`src/hw/rtl/dce_pkg.sv`:
```
// Shared types and constants for the digit combination enumerator.
// Used by the controller, the datapath and the top level; no dependencies.
package dce_pkg;

    // ASCII codes and digit range
    localparam logic [5:0] DIGIT_BASE = 6'd48;
    localparam logic [5:0] CHR_COMMA  = 6'd44;
    localparam logic [5:0] CHR_SPACE  = 6'd32;
    localparam logic [4:0] NUM_DIGITS = 5'd10;

    // Size register width and its value after reset
    localparam int         SIZE_W     = 4;
    localparam logic [3:0] SIZE_RESET = 4'd2;

    // Width of the character counter (digits plus comma and space)
    localparam int         CNT_W      = 4;

    typedef enum logic {
        ST_IDLE,
        ST_EMIT
    } dce_state_t;

    // Commands from controller to datapath
    typedef struct packed {
        logic load;      // reload first combination
        logic advance;   // step to next combination
        logic clr_cnt;   // restart character counter
        logic emit;      // load output word, bump counter
    } dce_cmd_t;

    // Status from datapath to controller
    typedef struct packed {
        logic fin;        // current combination is the final one
        logic char_last;  // counter points at the last character
    } dce_stat_t;

endpackage

```
`src/hw/rtl/dce_tick_if.sv`:
```
// Input channel: one tick word carrying the restart flag.
// Standalone interface; no dependencies.
interface dce_tick_if;
    logic valid;
    logic ready;
    logic restart;

    modport source (output valid, output restart, input ready);
    modport sink   (input valid, input restart, output ready);
endinterface

```
`src/hw/rtl/dce_char_if.sv`:
```
// Output channel: one character word per handshake.
// Standalone interface; no dependencies.
interface dce_char_if;
    logic       valid;
    logic       ready;
    logic [5:0] char_code;
    logic       last_char;
    logic       final_combo;

    modport source (output valid, output char_code, output last_char, output final_combo,
                    input ready);
    modport sink   (input valid, input char_code, input last_char, input final_combo,
                    output ready);
endinterface

```
`src/hw/rtl/dce_dpath.sv`:
```
// Datapath: size register, digit position lanes, character counter, output payload.
// Depends on dce_pkg; driven by dce_ctrl through dce_cmd_t.
module dce_dpath
    import dce_pkg::*;
#(
    parameter int DEPTH = 9
)(
    input  logic              clk,
    input  logic              rst_n,
    input  logic              cfg_we,
    input  logic [SIZE_W-1:0] cfg_wdata,
    input  dce_cmd_t          cmd,
    output dce_stat_t         stat,
    output logic [5:0]        char_code,
    output logic              last_char,
    output logic              final_combo
);

    localparam int         IDX_W   = (DEPTH > 1) ? $clog2(DEPTH) : 1;
    localparam logic [3:0] DEPTH_V = 4'(DEPTH);

    logic [SIZE_W-1:0] size_reg;
    logic [3:0]        pos_reg  [DEPTH];
    logic [3:0]        pos_next [DEPTH];
    logic [CNT_W-1:0]  cnt_reg;
    logic [CNT_W-1:0]  cnt_next;
    logic [5:0]        char_reg;
    logic              last_reg;
    logic              fin_reg;

    logic [3:0]        n;
    logic [4:0]        lim   [DEPTH];
    logic [DEPTH-1:0]  grow;
    logic              fin;
    logic              piv_found;
    logic [IDX_W-1:0]  piv_idx;
    logic [3:0]        piv_val;
    logic [5:0]        char_sel;
    logic              last_sel;

    // Clamp size into 1..DEPTH
    always_comb
    begin
        if (size_reg == '0)
            n = 4'd1;
        else if (size_reg > DEPTH_V)
            n = DEPTH_V;
        else
            n = size_reg;
    end

    // Per-lane limit compare, final check, rightmost growable lane
    always_comb
    begin
        fin       = 1'b1;
        piv_found = 1'b0;
        piv_idx   = '0;
        for (int k = 0; k < DEPTH; k++)
        begin
            lim[k]  = NUM_DIGITS - {1'b0, n} + 5'(k);
            grow[k] = (4'(k) < n) && ({1'b0, pos_reg[k]} < lim[k]);
            if ((4'(k) < n) && ({1'b0, pos_reg[k]} != lim[k]))
                fin = 1'b0;
            if (grow[k])
            begin
                piv_found = 1'b1;
                piv_idx   = IDX_W'(k);
            end
        end
        piv_val = pos_reg[piv_idx];
    end

    // Next digit positions: reload or advance with consecutive refill
    always_comb
    begin
        for (int j = 0; j < DEPTH; j++)
        begin
            pos_next[j] = pos_reg[j];
            if (cmd.load)
                pos_next[j] = 4'(j);
            else if (cmd.advance && piv_found && (IDX_W'(j) >= piv_idx))
                pos_next[j] = 4'(5'({1'b0, piv_val}) + 5'd1 + 5'(j) - 5'(piv_idx));
        end
    end

    // Select the character at the counter
    always_comb
    begin
        if (cnt_reg < n)
            char_sel = DIGIT_BASE + {2'b00, pos_reg[cnt_reg[IDX_W-1:0]]};
        else if (cnt_reg == n)
            char_sel = CHR_COMMA;
        else
            char_sel = CHR_SPACE;
        if (fin)
            last_sel = (cnt_reg == n - 4'd1);
        else
            last_sel = (cnt_reg == n + 4'd1);
    end

    // Advance the character counter
    always_comb
    begin
        priority if (cmd.clr_cnt)
            cnt_next = '0;
        else if (cmd.emit)
            cnt_next = cnt_reg + CNT_W'(1);
        else
            cnt_next = cnt_reg;
    end

    // Hold size, lanes and counter
    always_ff @(posedge clk or negedge rst_n)
    begin
        if (!rst_n)
        begin
            size_reg <= SIZE_RESET;
            cnt_reg  <= '0;
            for (int k = 0; k < DEPTH; k++)
                pos_reg[k] <= 4'(k);
        end
        else
        begin
            if (cfg_we)
                size_reg <= cfg_wdata;
            cnt_reg <= cnt_next;
            for (int k = 0; k < DEPTH; k++)
                pos_reg[k] <= pos_next[k];
        end
    end

    // Load the output word
    always_ff @(posedge clk)
    begin
        if (cmd.emit)
        begin
            char_reg <= char_sel;
            last_reg <= last_sel;
            fin_reg  <= fin;
        end
    end

    assign stat.fin       = fin;
    assign stat.char_last = last_sel;
    assign char_code      = char_reg;
    assign last_char      = last_reg;
    assign final_combo    = fin_reg;

endmodule

```
`src/hw/rtl/dce_ctrl.sv`:
```
// Controller: tick acceptance, started/exhausted flags, output valid and emit sequencing.
// Depends on dce_pkg; commands dce_dpath through dce_cmd_t.
module dce_ctrl
    import dce_pkg::*;
(
    input  logic      clk,
    input  logic      rst_n,
    input  logic      cfg_we,
    input  logic      tick_valid,
    input  logic      tick_restart,
    output logic      tick_ready,
    output logic      out_valid,
    input  logic      out_ready,
    output dce_cmd_t  cmd,
    input  dce_stat_t stat
);

    dce_state_t state_reg, state_next;
    logic       started_reg, started_next;
    logic       exhausted_reg, exhausted_next;
    logic       valid_reg, valid_next;

    // Hold state and flags
    always_ff @(posedge clk or negedge rst_n)
    begin
        if (!rst_n)
        begin
            state_reg     <= ST_IDLE;
            started_reg   <= 1'b0;
            exhausted_reg <= 1'b0;
            valid_reg     <= 1'b0;
        end
        else
        begin
            state_reg     <= state_next;
            started_reg   <= started_next;
            exhausted_reg <= exhausted_next;
            valid_reg     <= valid_next;
        end
    end

    // Next state and commands
    always_comb
    begin
        state_next     = state_reg;
        started_next   = started_reg;
        exhausted_next = exhausted_reg;
        valid_next     = valid_reg && !out_ready;
        cmd            = '0;
        tick_ready     = 1'b0;

        unique case (state_reg)
            ST_IDLE:
            begin
                tick_ready = 1'b1;
                if (tick_valid)
                begin
                    priority if (tick_restart || !started_reg)
                    begin
                        cmd.load       = 1'b1;
                        cmd.clr_cnt    = 1'b1;
                        started_next   = 1'b1;
                        exhausted_next = 1'b0;
                        state_next     = ST_EMIT;
                    end
                    else if (!exhausted_reg)
                    begin
                        cmd.advance = 1'b1;
                        cmd.clr_cnt = 1'b1;
                        state_next  = ST_EMIT;
                    end
                    else
                    begin
                        // drop the tick, nothing left to emit
                        state_next = ST_IDLE;
                    end
                end
            end
            ST_EMIT:
            begin
                if (!valid_reg || out_ready)
                begin
                    cmd.emit   = 1'b1;
                    valid_next = 1'b1;
                    if (stat.char_last)
                    begin
                        if (stat.fin)
                            exhausted_next = 1'b1;
                        state_next = ST_IDLE;
                    end
                end
            end
            default:
            begin
                state_next = ST_IDLE;
            end
        endcase

        // A size write restarts the enumeration
        if (cfg_we)
        begin
            started_next   = 1'b0;
            exhausted_next = 1'b0;
        end
    end

    assign out_valid = valid_reg;

endmodule

```
`src/hw/rtl/digit_combination_enumerator.sv`:
```
// Top level of the digit combination enumerator: ties controller and datapath.
// Depends on dce_pkg, dce_tick_if, dce_char_if, dce_ctrl and dce_dpath.
//
//   channel   dir  payload                                 per word
//   tick      in   restart                                 one tick
//   chars     out  char_code[5:0], last_char, final_combo  one character
//   cfg_*     in   cfg_wdata[3:0] = combo_size             one write
//
// A tick is taken in the idle state; the block then emits n digits plus comma
// and space (n digits only on the final combination), one character per cycle
// while the output is not stalled, and returns to idle after the last
// character to take the next tick. A tick after the final combination is
// taken and emits nothing. Reset sets combo_size to 2 and restarts the
// enumeration; a stalled output holds the sequence in place.
module digit_combination_enumerator
    import dce_pkg::*;
#(
    parameter int MAX_SIZE = 9
)(
    input  logic              clk,
    input  logic              rst_n,
    input  logic              cfg_we,
    input  logic [SIZE_W-1:0] cfg_wdata,
    dce_tick_if.sink          tick,
    dce_char_if.source        chars
);

    localparam int DEPTH = (MAX_SIZE < 10) ? MAX_SIZE : 10;

    dce_cmd_t  cmd;
    dce_stat_t stat;

    // Sequence ticks and character words
    dce_ctrl u_ctrl (
        .clk          (clk),
        .rst_n        (rst_n),
        .cfg_we       (cfg_we),
        .tick_valid   (tick.valid),
        .tick_restart (tick.restart),
        .tick_ready   (tick.ready),
        .out_valid    (chars.valid),
        .out_ready    (chars.ready),
        .cmd          (cmd),
        .stat         (stat)
    );

    // Hold digits and build characters
    dce_dpath #(
        .DEPTH (DEPTH)
    ) u_dpath (
        .clk         (clk),
        .rst_n       (rst_n),
        .cfg_we      (cfg_we),
        .cfg_wdata   (cfg_wdata),
        .cmd         (cmd),
        .stat        (stat),
        .char_code   (chars.char_code),
        .last_char   (chars.last_char),
        .final_combo (chars.final_combo)
    );

endmodule

```
`src/flat_wrapper.sv`:
```
// flat-port wrapper written by rule: the top's interface ports become plain ports
module digit_combination_enumerator_flat import dce_pkg::*;
#(
    parameter int MAX_SIZE = 9
)
  (clk, rst_n, cfg_we, cfg_wdata, tick_valid, tick_restart, tick_ready, chars_valid, chars_char_code, chars_last_char, chars_final_combo, chars_ready);
  dce_tick_if tick_i ();
  dce_char_if chars_i ();
  input  logic clk;
  input  logic rst_n;
  input  logic cfg_we;
  input  logic [SIZE_W-1:0] cfg_wdata;
  input wire logic [$bits(tick_i.valid)-1:0] tick_valid;
  input wire logic [$bits(tick_i.restart)-1:0] tick_restart;
  output wire logic [$bits(tick_i.ready)-1:0] tick_ready;
  output wire logic [$bits(chars_i.valid)-1:0] chars_valid;
  output wire logic [$bits(chars_i.char_code)-1:0] chars_char_code;
  output wire logic [$bits(chars_i.last_char)-1:0] chars_last_char;
  output wire logic [$bits(chars_i.final_combo)-1:0] chars_final_combo;
  input wire logic [$bits(chars_i.ready)-1:0] chars_ready;
  assign tick_i.valid = tick_valid;
  assign tick_i.restart = tick_restart;
  assign tick_ready = tick_i.ready;
  assign chars_valid = chars_i.valid;
  assign chars_char_code = chars_i.char_code;
  assign chars_last_char = chars_i.last_char;
  assign chars_final_combo = chars_i.final_combo;
  assign chars_i.ready = chars_ready;
  digit_combination_enumerator #(.MAX_SIZE(MAX_SIZE)) u_core (.clk(clk), .rst_n(rst_n), .cfg_we(cfg_we), .cfg_wdata(cfg_wdata), .tick(tick_i), .chars(chars_i));
endmodule
```
`config.mk`:
```
export PLATFORM = sky130hd
export DESIGN_NAME = digit_combination_enumerator_flat
export DESIGN_NICKNAME = d
export VERILOG_FILES = /design/src/hw/rtl/dce_pkg.sv /design/src/hw/rtl/dce_tick_if.sv /design/src/hw/rtl/dce_char_if.sv /design/src/hw/rtl/dce_dpath.sv /design/src/hw/rtl/dce_ctrl.sv /design/src/hw/rtl/digit_combination_enumerator.sv /design/src/flat_wrapper.sv
export SDC_FILE = /design/constraint.sdc
export NUM_CORES = 1
export LEC_CHECK = 0
export BUFFER_PORTS_ARGS = -buffer_cell sky130_fd_sc_hd__buf_2
export CAP_MARGIN = 20
export CORE_MARGIN = 2
export CORE_UTILIZATION = 50
export DETAILED_ROUTE_END_ITERATION = 6
export GPL_ROUTABILITY_DRIVEN = 0
export PLACE_DENSITY = 0.75
export SETUP_SLACK_MARGIN = 0.1
export SLEW_MARGIN = 10
export SYNTH_ARGS = -nofsm -noshare
export SYNTH_HDL_FRONTEND = slang
export SYNTH_SLANG_ARGS = --single-unit
```
`constraint.sdc`:
```
create_clock -name clk -period 16.45 [get_ports clk]
set_input_delay 3.29 -clock clk [delete_from_list [all_inputs] [get_ports clk]]
set_output_delay 3.29 -clock clk [all_outputs]
set_load 0.1 [all_outputs]
```
==> out/qor.yml, run 1 <==
outcome:
  outcome: "finished, final reports clean"
setup_path:
  cp_data_arrival_time_ps: 8290
  required_ps: 16710
  path_class: "reg -> reg"
  slowest_delay_ps: 750
  worst-path-buf-inv: 4
  cp_slowest_cell: "dfrtp_1"
  cp_max_fo: 18
  end_kind: "register"
  critPathTopFamily: "adder cells"
  setup.worst_path.start_class: "register"
  crit_path_frequent_cell: "ha_1"
clock_network:
  clk_latency_ps: 330
  clkTransAtPathRegs_ps: 100
  cts_tree: "built"
  cts_made_buffers: 5
  cts_setup_buffers: 0
  cts_max_level: 2
  cts_sinks: 55
  cts_max_path_buffers: 2
  cts_hold_buf: 0
  post_cts_resized: 0
  cts-root-buf: "clkbuf_8"
floorplan:
  initial_utilization: 0.508
  dieArea_um2: 11800
  die_h_um: 109
  pin_count: 20
  rows: 38
  die_x_um: 109
  core-area_um2: 10700
route:
  wirelength_mm: 15.0
  dr.pass1.iters: 5
  routed-via-count: 4567
  ant_nets: 0
  vias_per_cell: 6.24
  post_drt_wl_per_cell_um: 20.4
  drc: 0
  drtIter0Drc: 529
timing:
  hold_viol_final: 0
  maxSlewViolCount: 0
  period_minus_slack_ps: 8030
  relSlewSlack: 0.520
  fin_tns_setup_ps: 0
  rsz0062_at_grt: "false"
  setup_viol_count_final: 0
  period_share: 0.488
  tightest_slew_ps: 721
  clock_skew_ps: 16.0
  fmax_ghz: 0.125
  fin_ws_ps: 8420
synthesis:
  syn-cell-area_um2: 5460
  async_flop_share: 0.873
  synth_common_cells: "65 x ha_1, 54 x nand2_1, 48 x inv_1, 37 x nor2_1, 34 x dfrtp_1"
  synth-edff-count: 7
  synth_cell_types: 85
  synth_area_leaders: "dfrtp_1 16%, ha_1 15%, dfstp_2 6.7%"
  netlist.area_leader.share: 0.156
  synth_flop_cell: "dfrtp_1"
  yosysMostFrequentCell: "ha_1"
  yosysTopAreaCell: "dfrtp_1"
  synth-seq-area-share: 0.262
  ys_warn_count: 0
  syn_avg_cell_area_um2: 9.35
  synth_fp_nets: 669
  synth_seq_cells: 55
  synth_cells: 584
worst_hold_path:
  hold_class: "reg -> reg"
global_routing:
  grtUsageTotal: 0.268
  globalRouteOverflowTotal: 0
  grt_max_degree: 49
  grt_pass1_wl_mm: 23.8
  grt_pass1_vias: 4458
  antenna_found_initial: 0
finish:
  drive_gt1_frac: 0.132
  layout.core_utilization: 0.533
  stdcell_count: 732
  fill_cells: 1002
  num_antenna_cells: 0
  largest_reg_flops: 36
  area_growth_pct: 4.79
  nets: 676
  fin_area_um2: 5720
pwr:
  cellPowerDensity_nw_per_um2: 222
  peakVddDrop_mv: 0.296
  p_leak_uw: 0.00255
place:
  dp.cells: 723
  dp_hpwl_mm: 11.6
  port_buffers: 18
  dp_slack_ps: 8620
  post_dp_cell_area_um2: 5620
run:
  maxCapViolCount: 0
## stage by stage
step           total power [uW]  hold slack (ps)
2_1_floorplan               974              481
3_3_place_gp               1170              501
3_5_place_dp               1180              505
4_1_cts                    1270              526
5_1_grt                    1390              561
6_report                   1270              525
## tightest hold or removal path, delay by kind of cell (launching register included)
kind                   cells  cell delay (ps)
AND/OR/NAND/NOR            1               50
flip-flops                 1              380
buffers and inverters      1               70
## cell usage in the layout, fill, tap and decap left out, types with 3 or more instances in the layout
cell / instances
and4_1: 3
nor2_1: 37
a211oi_1: 9
nand4_1: 4
dfstp_2: 14
nand2b_1: 9
fa_1: 10
ha_1: 65
xor2_1: 10
a31oi_1: 3
nor3_1: 6
o21ai_1: 14
mux4_2: 8
buf_2: 19
o21ai_0: 28
edfxtp_1: 7
buf_4: 4
inv_1: 48
o21a_1: 3
a21oi_1: 33
o211ai_1: 8
and2_1: 7
mux2i_1: 19
clkbuf_8: 6
nand2_1: 54
a32oi_1: 5
nand3_1: 23
xnor2_1: 17
a22oi_1: 3
xnor3_1: 8
nor2b_1: 6
dfrtp_1: 34
## final cells by class
type / instances / area (um^2) / area share
multi-input combinational: 456 / 3710 / 0.649
sequential: 55 / 1430 / 0.250
inverter: 50 / 188 / 0.0328
tap: 140 / 175 / 0.0306
timing repair buffer: 23 / 125 / 0.0219
clock buffer: 7 / 86.3 / 0.0151
clock inverter: 1 / 8.76 / 0.00153
## path summary, 6_finish.rpt
kind,from,endpoint,slack (ps),cells after the start
max,u_core.u_dpath.size_reg[3]$_DFFE_PN0P_,u_core.u_dpath.pos_reg[3]$_DFFE_PN1P_,8420,28
min,u_core.u_ctrl.state_reg$_DFF_PN0_,u_core.u_ctrl.out_valid$_DFF_PN0_,530,2
max reg2reg,u_core.u_dpath.size_reg[3]$_DFFE_PN0P_,u_core.u_dpath.pos_reg[3]$_DFFE_PN1P_,8420,28
min reg2reg,u_core.u_ctrl.state_reg$_DFF_PN0_,u_core.u_ctrl.out_valid$_DFF_PN0_,530,2
max in group asynchronous,rst_n,u_core.u_dpath.pos_reg[29]$_DFFE_PN0P_,12960,2
min in group asynchronous,rst_n,u_core.u_dpath.size_reg[3]$_DFFE_PN0P_,3050,2
## report_power, final
| group | switching [uW] | total, uW | internal [uW] |
|---|---|---|---|
| clock | 45.8 | 80.7 | 34.9 |
| combinational | 558 | 970 | 412 |
| sequential | 46.8 | 221 | 174 |
## kinds of logic after synthesis
group / after synthesis / share of synthesized area
simple gates: 173 / 0.160
compound gates: 141 / 0.178
fa+ha+maj: 75 / 0.186
buf+inv: 73 / 0.0589
flops: 55 / 0.262
xor+xnor: 37 / 0.0836
mux: 29 / 0.0719
other cells: 1 / 0.000686
## layer usage
layer | vias up | part of all wire | GRT usage
met1 | 2208 | 0.41 | 0.360
met5 | - | 0 | 0
met4 | 0 | 0.053 | 0.141
li1 | 2094 | - | -
met2 | 208 | 0.46 | 0.420
met3 | 57 | 0.083 | 0.0380
(Power assumes the default switching activity.)
==> run 2, diff against run 1 <==
--- a/config.mk
+++ b/config.mk
@@ -5,6 +5,7 @@
 export SDC_FILE = /design/constraint.sdc
 export NUM_CORES = 1
 export LEC_CHECK = 0
+export ABC_AREA = 1
 export BUFFER_PORTS_ARGS = -buffer_cell sky130_fd_sc_hd__buf_2
 export CAP_MARGIN = 20
 export CORE_MARGIN = 2
==> constraint.sdc (replaced) <==
create_clock -name clk -period 7.7 [get_ports clk]
set_input_delay 1.54 -clock clk [delete_from_list [all_inputs] [get_ports clk]]
set_output_delay 1.54 -clock clk [all_outputs]
set_load 0.1 [all_outputs]
==> out/qor.yml, run 2 <==
outcome:
  outcome: "finished, final reports clean"
synthesis:
  synth_cells: 721
  synth-seq-area-share: 0.269
  synth_compound_gate_area_share: 0.131
  synth_area_leaders: "dfrtp_1 16%, ha_1 15%, nand2_1 9.5%"
  synth-xor-area-share: 0.0247
  syn_avg_cell_area_um2: 7.37
  synth_seq_cells: 55
  synth_fa_ha_area_frac: 0.191
  synth-edff-count: 7
  synth_fp_nets: 806
  synthSimpleGateAreaFrac: 0.282
  async_flop_share: 0.873
  netlist.area_leader.share: 0.160
  synth_cell_types: 51
  syn-cell-area_um2: 5320
  ys_warn_count: 0
  yosysTopAreaCell: "dfrtp_1"
  synth_common_cells: "135 x nand2_1, 111 x inv_1, 78 x nand3_1, 65 x ha_1"
  yosysMostFrequentCell: "nand2_1"
  synth_top_family_by_area: "simple AND/OR/NAND/NOR gates"
  synth_mux_area_frac: 0.00212
  synth_flop_cell: "dfrtp_1"
setup_path:
  cp_slowest_cell: "dfrtp_2"
  rr_startpoint: "u_core.u_dpath.size_reg[3]$_DFFE_PN0P_"
  r2r-end: "u_core.u_dpath.pos_reg[27]$_DFFE_PN0P_"
  cp_data_arrival_time_ps: 7160
  end_kind: "register"
  crit_start: "u_core.u_dpath.size_reg[3]$_DFFE_PN0P_"
  cp_max_fo: 17
  setup.worst_path.start_class: "register"
  r2r_slack_ps: 770
  slowest_delay_ps: 530
  r2r_cells: 35
  path_class: "reg -> reg"
  cp-endpoint: "u_core.u_dpath.pos_reg[27]$_DFFE_PN0P_"
  required_ps: 7930
clock_network:
  cts_sinks: 55
  clk_latency_ps: 330
  cts_max_path_buffers: 2
  cts_made_buffers: 5
  clkTransAtPathRegs_ps: 120
  cts_tree: "built"
  cts_max_level: 2
  cts-root-buf: "clkbuf_8"
  cts_setup_buffers: 0
global_routing:
  globalRouteOverflowTotal: 0
  grt_max_degree: 49
  grtUsageTotal: 0.287
  grt_pass1_vias: 4997
  grt_pass1_wl_mm: 25.4
  antenna_found_initial: 0
timing:
  finalHoldWorstSlack_ps: 511
  period_minus_slack_ps: 6930
  setup_viol_count_final: 0
  relSlewSlack: 0.563
  fin_tns_setup_ps: 0
  tightest_slew_ps: 655
  clock_skew_ps: 10.7
  hold_viol_final: 0
  period_share: 0.900
  rsz0062_at_grt: "false"
  fin_ws_ps: 770
  fmax_ghz: 0.144
  maxSlewViolCount: 0
route:
  routed-via-count: 5136
  wirelength_mm: 16.0
  dr.pass1.iters: 5
  post_drt_wl_per_cell_um: 18.3
  vias_per_cell: 5.88
  drc: 0
  drtIter0Drc: 589
  ant_nets: 0
finish:
  area_growth_pct: 6.29
  drive_gt1_frac: 0.123
  num_antenna_cells: 0
  most-common-layout-cells: "134 x nand2_1, 110 x inv_1, 78 x nand3_1, 65 x ha_1"
  mostFrequentLayoutCell: "nand2_1"
  largest_reg_flops: 36
  nets: 822
worst_hold_path:
  hold_class: "reg -> reg"
floorplan:
  rows: 37
  dieArea_um2: 11500
  die_h_um: 107
  die_x_um: 107
  initial_utilization: 0.515
  pin_count: 20
  core-area_um2: 10300
run:
  maxCapViolCount: 0
place:
  port_buffers: 18
  dp_hpwl_mm: 12.9
  dp_slack_ps: 453
## run 2: cells by family (layout without fill, tap and decap cells)
kind of cell,after synthesis,count (layout)
flops,55,55
other cells,1,1
fa+ha+maj,75,75
mux,1,1
buf+inv,138,155
simple gates,313,313
compound gates,123,123
xor+xnor,15,15
## run 2: final cells by class
cell class | count | area, um^2
clock inverter | 3 | 33.8
sequential | 55 | 1430
fill | 944 | 4670
tap | 136 | 170
timing repair buffer | 20 | 105
multi-input combinational | 528 | 3360
clock buffer | 5 | 68.8
inverter | 127 | 478
## run 2: what timing repair did
item,in CTS,in global routing
hold buffers,0,0
endpoints found under the setup margin,0,14
gates resized for setup,0,4
## run 2: layer usage
layer | wire length [um] | vias up | track usage
met3 | 1970 | 52 | 0.0535
met4 | 593 | 0 | 0.111
li1 | - | 2414 | -
met1 | 6350 | 2358 | 0.396
met2 | 7040 | 312 | 0.445
met5 | 0 | - | 0
## run 2: worst min-delay path by stage
stage                                       startpoint                                       to  slack (ps)  depth (start not counted)
3_5_place_dp     u_core.u_dpath.pos_reg[8]$_DFFE_PN0P_    u_core.u_dpath.pos_reg[8]$_DFFE_PN0P_         490                          2
5_1_grt          u_core.u_dpath.pos_reg[8]$_DFFE_PN0P_    u_core.u_dpath.pos_reg[8]$_DFFE_PN0P_         550                          2
4_1_cts          u_core.u_dpath.pos_reg[8]$_DFFE_PN0P_    u_core.u_dpath.pos_reg[8]$_DFFE_PN0P_         520                          2
3_3_place_gp   u_core.u_ctrl.exhausted_reg$_DFFE_PN0P_  u_core.u_ctrl.exhausted_reg$_DFFE_PN0P_         470                          2
2_1_floorplan  u_core.u_ctrl.exhausted_reg$_DFFE_PN0P_  u_core.u_ctrl.exhausted_reg$_DFFE_PN0P_         450                          2
6_report         u_core.u_dpath.pos_reg[8]$_DFFE_PN0P_    u_core.u_dpath.pos_reg[8]$_DFFE_PN0P_         510                          2
## run 2: per-stage QoR
stage	cell area [um^2]	std cells	utilization
after floorplan	5320	721	-
after global placement	5540	866	0.536
after detailed placement	5540	866	0.536
after CTS	5640	874	0.546
after global routing	5650	874	0.547
final	5650	874	0.547
## run 2: worst max-delay path: cells and delay by family, from the launching register on
kind | cells | cell delay [ps]
simple gates | 18 | 2540
fa+ha+maj | 6 | 1980
xor+xnor | 3 | 790
buf+inv | 6 | 700
flops | 1 | 530
compound gates | 2 | 270
Power of run 2 is left out: the tool's default activity adds up to more than one toggle a clock period on the data nets, which glitch-free logic cannot reach.
==> run 3, diff against run 2 <==
--- a/config.mk
+++ b/config.mk
@@ -17,4 +17,5 @@
 export SLEW_MARGIN = 10
 export SYNTH_ARGS = -nofsm -noshare
 export SYNTH_HDL_FRONTEND = slang
+export SYNTH_HIERARCHICAL = 1
 export SYNTH_SLANG_ARGS = --single-unit
==> out/qor.yml, run 3 <==
setup_path:
  required_ps: 7930
  setup.worst_path.start_class: "register"
  cp-endpoint: "u_core/u_dpath/pos_reg[30]$_DFFE_PN0P_"
  path_class: "reg -> reg"
  crit_path_frequent_cell: "nand2_1"
  slowest_delay_ps: 590
  r2r_slack_ps: 830
  end_kind: "register"
  r2r-end: "u_core/u_dpath/pos_reg[30]$_DFFE_PN0P_"
  cp_max_fo: 16
  cp_slowest_cell: "dfrtp_2"
  crit_start: "u_core/u_dpath/size_reg[3]$_DFFE_PN0P_"
  rr_startpoint: "u_core/u_dpath/size_reg[3]$_DFFE_PN0P_"
  r2r_cells: 34
  cp_data_arrival_time_ps: 7100
run:
  maxCapViolCount: 0
clock_network:
  cts-root-buf: "clkbuf_8"
  post_cts_resized: 0
  clk_latency_ps: 330
  cts_max_path_buffers: 2
  cts_tree: "built"
  cts_max_level: 2
  clkTransAtPathRegs_ps: 120
  cts_setup_buffers: 0
  cts_made_buffers: 5
  cts_sinks: 55
  cts_hold_buf: 0
synthesis:
  async_flop_share: 0.873
  synth-seq-area-share: 0.263
  synth_cells: 750
  yosysMostFrequentCell: "nand2_1"
  syn-cell-area_um2: 5430
  synth_cell_types: 47
  ys_warn_count: 6
  synth_area_leaders: "dfrtp_1 16%, ha_1 15%, nand2_1 12%"
  synth_seq_cells: 55
  synth_fp_nets: 837
  synth-edff-count: 7
  synth_flop_cell: "dfrtp_1"
  netlist.area_leader.share: 0.157
  yosysTopAreaCell: "dfrtp_1"
  syn_avg_cell_area_um2: 7.24
  synth_common_cells: "175 x nand2_1, 119 x inv_1, 69 x nand3_1, 67 x ha_1, 46 x o21ai_0"
finish:
  most-common-layout-cells: "175 x nand2_1, 119 x inv_1, 69 x nand3_1, 67 x ha_1, 46 x o21ai_0"
  drive_gt1_frac: 0.106
  nets: 852
  largest_reg_flops: 36
  area_growth_pct: 5.55
  mostFrequentLayoutCell: "nand2_1"
  num_antenna_cells: 0
global_routing:
  grt_max_degree: 49
  grtUsageTotal: 0.288
  globalRouteOverflowTotal: 0
  grt_pass1_wl_mm: 26.0
  antenna_found_initial: 0
  grt_use_met3: 0.0356
  use_met1: 0.386
  use_met2: 0.461
  grt_pass1_vias: 5145
  busiest_layer: "met2"
timing:
  fmax_ghz: 0.146
  hold_viol_final: 0
  clock_skew_ps: 10.5
  tightest_slew_ps: 942
  relSlewSlack: 0.372
  rsz0062_at_grt: "false"
  setup_viol_count_final: 0
  period_share: 0.892
  maxSlewViolCount: 0
  fin_tns_setup_ps: 0
  period_minus_slack_ps: 6870
floorplan:
  die_h_um: 108
  initial_utilization: 0.508
  die_x_um: 108
  pin_count: 20
  core-area_um2: 10700
  dieArea_um2: 11700
  rows: 38
route:
  drc: 0
  vias_per_cell: 5.81
  dr.pass1.iters: 7
  ant_nets: 0
  post_drt_wl_per_cell_um: 17.8
  routed-via-count: 5268
  wirelength_mm: 16.1
  drtIter0Drc: 480
worst_hold_path:
  hold_class: "reg -> reg"
place:
  port_buffers: 18
  dp_hpwl_mm: 12.8
outcome:
  outcome: "finished, final reports clean"
## run 3: changes by cell type in the layout (fill, tap and decap cells not counted), moves of 4 or more
cell / delta
nand2_1: +41
o21ai_1: -7
a21oi_1: +4
o22ai_1: -7
nand3_1: -9
inv_1: +9
inv_2: -8
## run 3: area by class of cell
cell class / instances / area (um^2)
clock inverter: 3 / 26.3
timing repair buffer: 21 / 113
fill: 1022 / 4960
tap: 140 / 175
inverter: 129 / 484
clock buffer: 5 / 68.8
multi-input combinational: 553 / 3440
sequential: 55 / 1430
## run 3: cells by family (layout without fill, tap and decap cells)
group,Yosys count,count (layout),synth area share
xor gates and xnor gates,15,15,0.0242
and+or+nand+nor,340,340,0.292
buffers and inverters,142,158,0.104
other,1,1,0.000690
DFF,55,55,0.263
AOI/OAI and AO/OA,120,120,0.124
adders and majority gates,77,77,0.191
## run 3: critical path, delay by kind of cell (launching register included)
family | cells | cell delay, ps
buffers and inverters | 6 | 850
adder cells (fa/ha/maj) | 6 | 1930
AO/OA/AOI/OAI | 4 | 800
XOR/XNOR | 3 | 680
flip-flops | 1 | 590
AND/OR/NAND/NOR | 15 | 1930
## run 3: layer usage
metal	part of all wire	vias up
met5	0	-
met4	0.048	0
met3	0.086	54
met2	0.46	285
met1	0.40	2466
li1	-	2463
## run 3: stage by stage
| step | area, um^2 | worst slack [ps] | utilization | std cells | hold WS (ps) |
|---|---|---|---|---|---|
| 3_3_place_gp | 5640 | 1030 | 0.527 | 898 | 474 |
| 4_1_cts | 5730 | 702 | 0.536 | 906 | 528 |
| 2_1_floorplan | 5430 | 1820 | - | 750 | 453 |
| 3_5_place_dp | 5640 | 749 | 0.527 | 898 | 499 |
| 5_1_grt | 5730 | 212 | 0.536 | 906 | 552 |
| 6_report | 5730 | 834 | 0.536 | 906 | 515 |
## run 3: how the worst min path moves through the flow
stage,from,end,slack [ps],depth (start not counted)
2_1_floorplan,u_core/u_dpath/pos_reg[24]$_DFFE_PN0P_,u_core/u_dpath/pos_reg[24]$_DFFE_PN0P_,450,2
3_3_place_gp,u_core/u_dpath/pos_reg[24]$_DFFE_PN0P_,u_core/u_dpath/pos_reg[24]$_DFFE_PN0P_,470,2
3_5_place_dp,u_core/u_dpath/pos_reg[8]$_DFFE_PN0P_,u_core/u_dpath/pos_reg[8]$_DFFE_PN0P_,500,2
4_1_cts,u_core/u_dpath/pos_reg[8]$_DFFE_PN0P_,u_core/u_dpath/pos_reg[8]$_DFFE_PN0P_,530,2
5_1_grt,u_core/u_dpath/pos_reg[9]$_DFFE_PN1P_,u_core/u_dpath/pos_reg[9]$_DFFE_PN1P_,550,2
6_report,u_core/u_dpath/pos_reg[8]$_DFFE_PN0P_,u_core/u_dpath/pos_reg[8]$_DFFE_PN0P_,520,2
Power of run 3 is left out for the same reason.
